## config.mk

```make
export PLATFORM = sky130hd
export DESIGN_NAME = dlle_useq
export DESIGN_NICKNAME = d
export VERILOG_FILES = /design/src/design/dlle_pkg.sv /design/src/design/dlle_useq.sv
export SDC_FILE = /design/constraint.sdc
export NUM_CORES = 1
export LEC_CHECK = 0
export BUFFER_PORTS_ARGS = -buffer_cell sky130_fd_sc_hd__buf_2
export CORE_MARGIN = 2
export CORE_UTILIZATION = 46
export DETAILED_ROUTE_END_ITERATION = 7
export PLACE_DENSITY_LB_ADDON = 0.1
export SLEW_MARGIN = 20
export SYNTH_ARGS = -nofsm -noshare
export SYNTH_HDL_FRONTEND = slang
export SYNTH_SLANG_ARGS = --single-unit
```

## constraint.sdc

```tcl
create_clock -name clk_i -period 2.9 [get_ports clk_i]
set_clock_uncertainty 0.2 [all_clocks]
set_input_delay 0.87 -clock clk_i [delete_from_list [all_inputs] [get_ports clk_i]]
set_output_delay 0.87 -clock clk_i [all_outputs]
set_load 0.02 [all_outputs]
```

## src/design/dlle_pkg.sv

```systemverilog
`timescale 1ns / 1ps
// ----------------------------------------------------------------------------
// Doubly linked list engine package
// Shared widths, codes, control word layout and the microcode table.
// ----------------------------------------------------------------------------
package dlle_pkg;

  localparam int unsigned NodeDepthDef = 1024;

  localparam int unsigned ModeW   = 3;
  localparam int unsigned NodeW   = 10;
  localparam int unsigned ValueW  = 32;
  localparam int unsigned StatusW = 2;
  localparam int unsigned UpcW    = 5;

  typedef logic [ModeW-1:0]   mode_t;
  typedef logic [StatusW-1:0] status_t;
  typedef logic [UpcW-1:0]    upc_t;

  // Operation codes carried by the mode field.
  localparam mode_t ModePushFront = 3'd0;
  localparam mode_t ModePushBack  = 3'd1;
  localparam mode_t ModeInsBefore = 3'd2;
  localparam mode_t ModeInsAfter  = 3'd3;
  localparam mode_t ModeRemove    = 3'd4;
  localparam mode_t ModeFind      = 3'd5;

  // Result status codes.
  localparam status_t StOk   = 2'd0;
  localparam status_t StFull = 2'd1;
  localparam status_t StBad  = 2'd2;
  localparam status_t StMiss = 2'd3;

  // Microprogram addresses.
  localparam upc_t UpcIdle       = 5'd0;
  localparam upc_t UpcEndBad     = 5'd1;
  localparam upc_t UpcEndMiss    = 5'd2;
  localparam upc_t UpcPushFront  = 5'd3;
  localparam upc_t UpcPfFull     = 5'd4;
  localparam upc_t UpcPushBack   = 5'd5;
  localparam upc_t UpcPbFull     = 5'd6;
  localparam upc_t UpcIbRead     = 5'd7;
  localparam upc_t UpcIbCheck    = 5'd8;
  localparam upc_t UpcBadOrFull  = 5'd9;
  localparam upc_t UpcEndFull    = 5'd10;
  localparam upc_t UpcIaRead     = 5'd11;
  localparam upc_t UpcIaCheck    = 5'd12;
  localparam upc_t UpcIaError    = 5'd13;
  localparam upc_t UpcRmRead     = 5'd14;
  localparam upc_t UpcRmCheck    = 5'd15;
  localparam upc_t UpcRmWrite    = 5'd16;
  localparam upc_t UpcNewWrite   = 5'd17;
  localparam upc_t UpcNewLink    = 5'd18;
  localparam upc_t UpcFindInit   = 5'd19;
  localparam upc_t UpcFindTest   = 5'd20;
  localparam upc_t UpcFindCmp    = 5'd21;
  localparam upc_t UpcFindHit    = 5'd22;

  typedef enum logic [0:0] {
    RSEL_NODE = 1'b0,
    RSEL_CUR  = 1'b1
  } rsel_e;

  typedef enum logic [2:0] {
    AB_HOLD   = 3'd0,
    AB_FRONT  = 3'd1,
    AB_BACK   = 3'd2,
    AB_BEFORE = 3'd3,
    AB_AFTER  = 3'd4,
    AB_REMOVE = 3'd5
  } ab_e;

  typedef enum logic [1:0] {
    WR_NONE   = 2'd0,
    WR_NEW    = 2'd1,
    WR_LINK   = 2'd2,
    WR_UNLINK = 2'd3
  } wr_e;

  typedef enum logic [1:0] {
    CUR_HOLD  = 2'd0,
    CUR_FIRST = 2'd1,
    CUR_ADV   = 2'd2
  } cur_e;

  typedef enum logic [2:0] {
    C_NEVER    = 3'd0,
    C_ALWAYS   = 3'd1,
    C_NOTFULL  = 3'd2,
    C_GOOD     = 3'd3,
    C_BAD      = 3'd4,
    C_WALK_END = 3'd5,
    C_NOMATCH  = 3'd6
  } cond_e;

  typedef enum logic [2:0] {
    FIN_NONE    = 3'd0,
    FIN_OK_NEW  = 3'd1,
    FIN_OK_NODE = 3'd2,
    FIN_OK_CUR  = 3'd3,
    FIN_FULL    = 3'd4,
    FIN_BAD     = 3'd5,
    FIN_MISS    = 3'd6
  } fin_e;

  // One control word per microprogram step.
  typedef struct packed {
    rsel_e rsel;
    ab_e   ab;
    wr_e   wr;
    cur_e  cur;
    cond_e cond;
    upc_t  target;
    fin_e  fin;
  } uword_t;

  // Datapath conditions seen by the sequencer.
  typedef struct packed {
    logic full;
    logic bad;
    logic walk_end;
    logic match;
  } flags_t;

  function automatic uword_t ucode(input upc_t pc);
    uword_t w;
    w = '{rsel: RSEL_NODE, ab: AB_HOLD, wr: WR_NONE, cur: CUR_HOLD,
          cond: C_NEVER, target: UpcIdle, fin: FIN_NONE};
    case (pc)
      UpcIdle: ;
      UpcEndBad:  w.fin = FIN_BAD;
      UpcEndMiss: w.fin = FIN_MISS;
      UpcPushFront: begin
        w.ab     = AB_FRONT;
        w.cond   = C_NOTFULL;
        w.target = UpcNewWrite;
      end
      UpcPfFull: w.fin = FIN_FULL;
      UpcPushBack: begin
        w.ab     = AB_BACK;
        w.cond   = C_NOTFULL;
        w.target = UpcNewWrite;
      end
      UpcPbFull: w.fin = FIN_FULL;
      UpcIbRead: ;
      UpcIbCheck: begin
        w.ab     = AB_BEFORE;
        w.cond   = C_GOOD;
        w.target = UpcNewWrite;
      end
      UpcBadOrFull: begin
        w.cond   = C_BAD;
        w.target = UpcEndBad;
      end
      UpcEndFull: w.fin = FIN_FULL;
      UpcIaRead: ;
      UpcIaCheck: begin
        w.ab     = AB_AFTER;
        w.cond   = C_GOOD;
        w.target = UpcNewWrite;
      end
      UpcIaError: begin
        w.cond   = C_ALWAYS;
        w.target = UpcBadOrFull;
      end
      UpcRmRead: ;
      UpcRmCheck: begin
        w.ab     = AB_REMOVE;
        w.cond   = C_BAD;
        w.target = UpcEndBad;
      end
      UpcRmWrite: begin
        w.wr  = WR_UNLINK;
        w.fin = FIN_OK_NODE;
      end
      UpcNewWrite: w.wr = WR_NEW;
      UpcNewLink: begin
        w.wr  = WR_LINK;
        w.fin = FIN_OK_NEW;
      end
      UpcFindInit: w.cur = CUR_FIRST;
      UpcFindTest: begin
        w.rsel   = RSEL_CUR;
        w.cond   = C_WALK_END;
        w.target = UpcEndMiss;
      end
      UpcFindCmp: begin
        w.rsel   = RSEL_CUR;
        w.cur    = CUR_ADV;
        w.cond   = C_NOMATCH;
        w.target = UpcFindTest;
      end
      UpcFindHit: w.fin = FIN_OK_CUR;
      default: begin
        w.cond   = C_ALWAYS;
        w.target = UpcIdle;
      end
    endcase
    return w;
  endfunction

  // First microprogram step for each operation code.
  function automatic upc_t entry(input mode_t mode);
    upc_t pc;
    unique case (mode)
      ModePushFront: pc = UpcPushFront;
      ModePushBack:  pc = UpcPushBack;
      ModeInsBefore: pc = UpcIbRead;
      ModeInsAfter:  pc = UpcIaRead;
      ModeRemove:    pc = UpcRmRead;
      ModeFind:      pc = UpcFindInit;
      default:       pc = UpcEndBad;
    endcase
    return pc;
  endfunction

endpackage

```

## src/design/dlle_useq.sv

```systemverilog
`timescale 1ns / 1ps
// ----------------------------------------------------------------------------
// Doubly linked list engine sequencer
// Step counter, microcode lookup, dispatch and conditional jumps.
// ----------------------------------------------------------------------------
module dlle_useq (
  input  logic             clk_i,
  input  logic             rst_ni,
  input  logic             in_valid_i,
  input  dlle_pkg::mode_t  mode_i,
  input  dlle_pkg::flags_t flags_i,
  input  logic             out_busy_i,
  output logic             in_ready_o,
  output dlle_pkg::uword_t uw_o,
  output logic             go_o
);
  import dlle_pkg::*;

  upc_t   upc_q, upc_d;
  uword_t uw;
  logic   cond_hit;

  assign uw         = ucode(upc_q);
  assign uw_o       = uw;
  assign in_ready_o = (upc_q == UpcIdle);
  // A finishing step waits until the result register is free.
  assign go_o       = !((uw.fin != FIN_NONE) && out_busy_i);

  always_comb begin
    unique case (uw.cond)
      C_NEVER:    cond_hit = 1'b0;
      C_ALWAYS:   cond_hit = 1'b1;
      C_NOTFULL:  cond_hit = !flags_i.full;
      C_GOOD:     cond_hit = !flags_i.bad && !flags_i.full;
      C_BAD:      cond_hit = flags_i.bad;
      C_WALK_END: cond_hit = flags_i.walk_end;
      C_NOMATCH:  cond_hit = !flags_i.match;
      default:    cond_hit = 1'b0;
    endcase
  end

  always_comb begin
    upc_d = upc_q;
    if (upc_q == UpcIdle) begin
      if (in_valid_i) begin
        upc_d = entry(mode_i);
      end
    end else if (go_o) begin
      if (uw.fin != FIN_NONE) begin
        upc_d = UpcIdle;
      end else if (cond_hit) begin
        upc_d = uw.target;
      end else begin
        upc_d = upc_q + upc_t'(1);
      end
    end
  end

  always_ff @(posedge clk_i or negedge rst_ni) begin
    if (!rst_ni) begin
      upc_q <= UpcIdle;
    end else begin
      upc_q <= upc_d;
    end
  end

endmodule

```

==> impl_metrics.env <==
export IMPL_path_delay_family="simple AND/OR/NAND/NOR gates"
export IMPL_worst_path_stages=9
export IMPL_crit_fanout=4
export IMPL_worstPathRequired_ns=1.83
export IMPL_reg_top3="upc_q: 5 flops"
export IMPL_dr_wl_met3_um=107
export IMPL_dp_slack_ns=0.0355
export IMPL_powerDensity_nw_per_um2=1240
export IMPL_whs_ns=0.237
export IMPL_fin_crit_ns=2.97
export IMPL_min_path_type="in -> async"
export IMPL_die_width_um=50.3
export IMPL_critPathMaxStageDelay_ns=0.44
export IMPL_port_buffers=31
export IMPL_route_detailed_drc=0
export IMPL_slowest_stage="dfrtp_2"
export IMPL_cts_sinks=5
export IMPL_cap_violations=0
export IMPL_power_leakage_uw=0.000694
export IMPL_slew_viol_final=0
export IMPL_rsz0062_at_grt="yes"
export IMPL_synth_edf_count=0
export IMPL_drive_above_1_share_pct=45.9
export IMPL_grt_pass1_vias=1051
export IMPL_seq_area_frac_synth_pct=12.7
export IMPL_ys_types=50
export IMPL_syn_cell_area_um2=987
export IMPL_initial_core_util_pct=49.3
export IMPL_avgRoutedWirePerCell_um=14.1
export IMPL_crit_arrival_ns=1.90
export IMPL_first_pass_iters=4
export IMPL_grt_total_usage_pct=23.2
export IMPL_max_slew_margin_pct=70.6
export IMPL_crit_buf_inv=3
export IMPL_vias_per_cell=5.70
export IMPL_io_pins=32
export IMPL_synth_async_reset_ratio_pct=100
export IMPL_finalWeightedCongestion=0.811
export IMPL_setup_violations=1
export IMPL_final_hold_viol_count=0
export IMPL_dpl_hpwl_mm=2.10
export IMPL_cts_buffers=3
export IMPL_fin_crit_sh_pct=103
export IMPL_crit_chain="ha_4 > and3_4 > ha_4 > inv_2 > o211a_1 > inv_2 > or3_4 > nand2_2 > buf_6"
export IMPL_final_instance_count_excl_fill=210
export IMPL_clk_pin_slew_ns=0.04
export IMPL_wl_met2_mm=1.47
export IMPL_antenna_found_initial=0
export IMPL_fmax_ghz=0.336
export IMPL_violations="negative setup slack"
export IMPL_area_delta_synth_final_pct=44.4
export IMPL_vias=1197
export IMPL_fp_row_count=16
export IMPL_fin_nets=200
export IMPL_drt_iter0_drc=24
export IMPL_syn_inst=137
export IMPL_tightest_slew_ns=0.438
export IMPL_worstSkewPairLatency_ns=0.23
export IMPL_grt_pass1_wl_mm=4.62
export IMPL_met1_length_mm=1.32
export IMPL_cts_root_buf="clkbuf_4"
export IMPL_highest_layer="met4"
export IMPL_cp_end_kind="output pin"
export IMPL_ys_warn_count=0
export IMPL_top_register="upc_q"
export IMPL_dieHeight_um=50.3
export IMPL_reg2reg_setup_slack_ns=0.11
export IMPL_num_antenna_cells=0
export IMPL_worstSetupPathType="reg -> out"
export IMPL_placed_cell_area_um2=1240
export IMPL_synth_fp_nets=153
export IMPL_start_kind="flop"
export IMPL_final_core_util_pct=71.2
export IMPL_dp_cells=196
export IMPL_synth_seq_cells=5
export IMPL_grt_overflow_total=0
export IMPL_wirelength_mm=2.95
export IMPL_outcome="finished with violations"
export IMPL_postSynthAreaPerCell_um2=7.21
export IMPL_layout_setup_ws_ns=-0.0727
export IMPL_cts_max_level=1
export IMPL_final_antenna_net_count=0
export IMPL_cts_tree="done"
export IMPL_final_area_um2=1430
export IMPL_rr_worst_depth=11
export IMPL_largest_register_ffs=5
export IMPL_dieArea_um2=2530
export IMPL_peakVddDrop_mv=0.771
export IMPL_grt_max_degree=23
export IMPL_cts_max_path_buffers=2
export IMPL_synthFlopType="dfrtp_1"
export IMPL_core_area_um2=2000
## layer usage
metal	vias up	GRT usage (%)
li1	595	-
met1	565	30.1
met2	33	40.4
met3	4	1.49
met4	0	8.11
met5	-	0
## per-stage QoR
stage	setup TNS (ns)	power, µW
after floorplan	-0.0831	1140
after global placement	0	1410
after detailed placement	0	1440
after CTS	-0.0801	1630
after global routing	-0.235	1920
final	-0.0727	1770
## path summary, 6_finish.rpt
path                          start  endpoint
hold reg to reg            upc_q[4]  upc_q[4]
min in group clk_i         upc_q[4]  upc_q[4]
setup / recovery           upc_q[0]   uw_o[8]
max in group asynchronous    rst_ni  upc_q[1]
hold / removal               rst_ni  upc_q[3]
setup reg to reg           upc_q[1]  upc_q[2]
## cells in the mapped netlist, types with 2 or more instances
cell | instances | share of area, %
a21oi_1 | 11 | 5.6
a221oi_1 | 3 | 2.7
a41o_1 | 2 | 2.0
and3_1 | 3 | 1.9
and4b_1 | 3 | 3.0
buf_2 | 2 | 1.0
buf_4 | 2 | 1.5
clkbuf_1 | 8 | 3.0
dfrtp_1 | 5 | 13
ha_1 | 5 | 6.3
inv_1 | 8 | 3.0
inv_2 | 2 | 0.76
mux2i_1 | 3 | 3.0
nand2_1 | 9 | 3.4
nand2b_1 | 2 | 1.3
nand3_1 | 4 | 2.0
nor2_1 | 11 | 4.2
nor3_1 | 4 | 2.0
nor3b_1 | 2 | 1.5
nor4_1 | 3 | 1.9
o21a_1 | 3 | 2.3
o21ai_0 | 6 | 3.0
o21ai_1 | 7 | 3.5
or4b_1 | 2 | 2.0
xor2_1 | 2 | 1.8
## layout by cell type (no fill, tap or decap), types with 4 or more instances in the layout
cell type	netlist	layout
nand3_1	4	4
buf_2	2	26
buf_4	2	27
nand2_1	9	8
nor3_1	4	4
o21ai_0	6	4
o21ai_1	7	9
nor2_1	11	11
ha_4	0	4
a21oi_1	11	11
inv_1	8	5
inv_2	2	5
## repair_timing
action,CTS,global route
gates resized for setup,10,15
buffers inserted,5,5
hold buffers,0,0
pin swaps,4,5
setup endpoints to repair,4,8
## where the power goes
part	switching, µW	internal, µW
logic	858	699
clock network	25.4	51.8
registers	33.4	106
total	917	857
## area by class of cell
class | instances | area, µm²
flip-flops and latches | 5 | 128
repair buffers | 56 | 367
clock buffers | 4 | 26.3
well taps | 27 | 33.8
multi-input cells | 108 | 833
fillers | 175 | 577
inverters | 10 | 37.5
## kinds of logic (layout without fill, tap and decap cells)
group,count (synthesis),in the layout,synth area share [%]
muxes,5,5,5.32
and+or+nand+nor,51,51,30.7
xor gates and xnor gates,3,3,2.66
buffers and inverters,24,70,10.9
DFF,5,5,12.7
adders and majority gates,5,5,6.34
AOI/OAI and AO/OA,44,44,31.4
No activity file was read; power rests on OpenSTA's default activity.
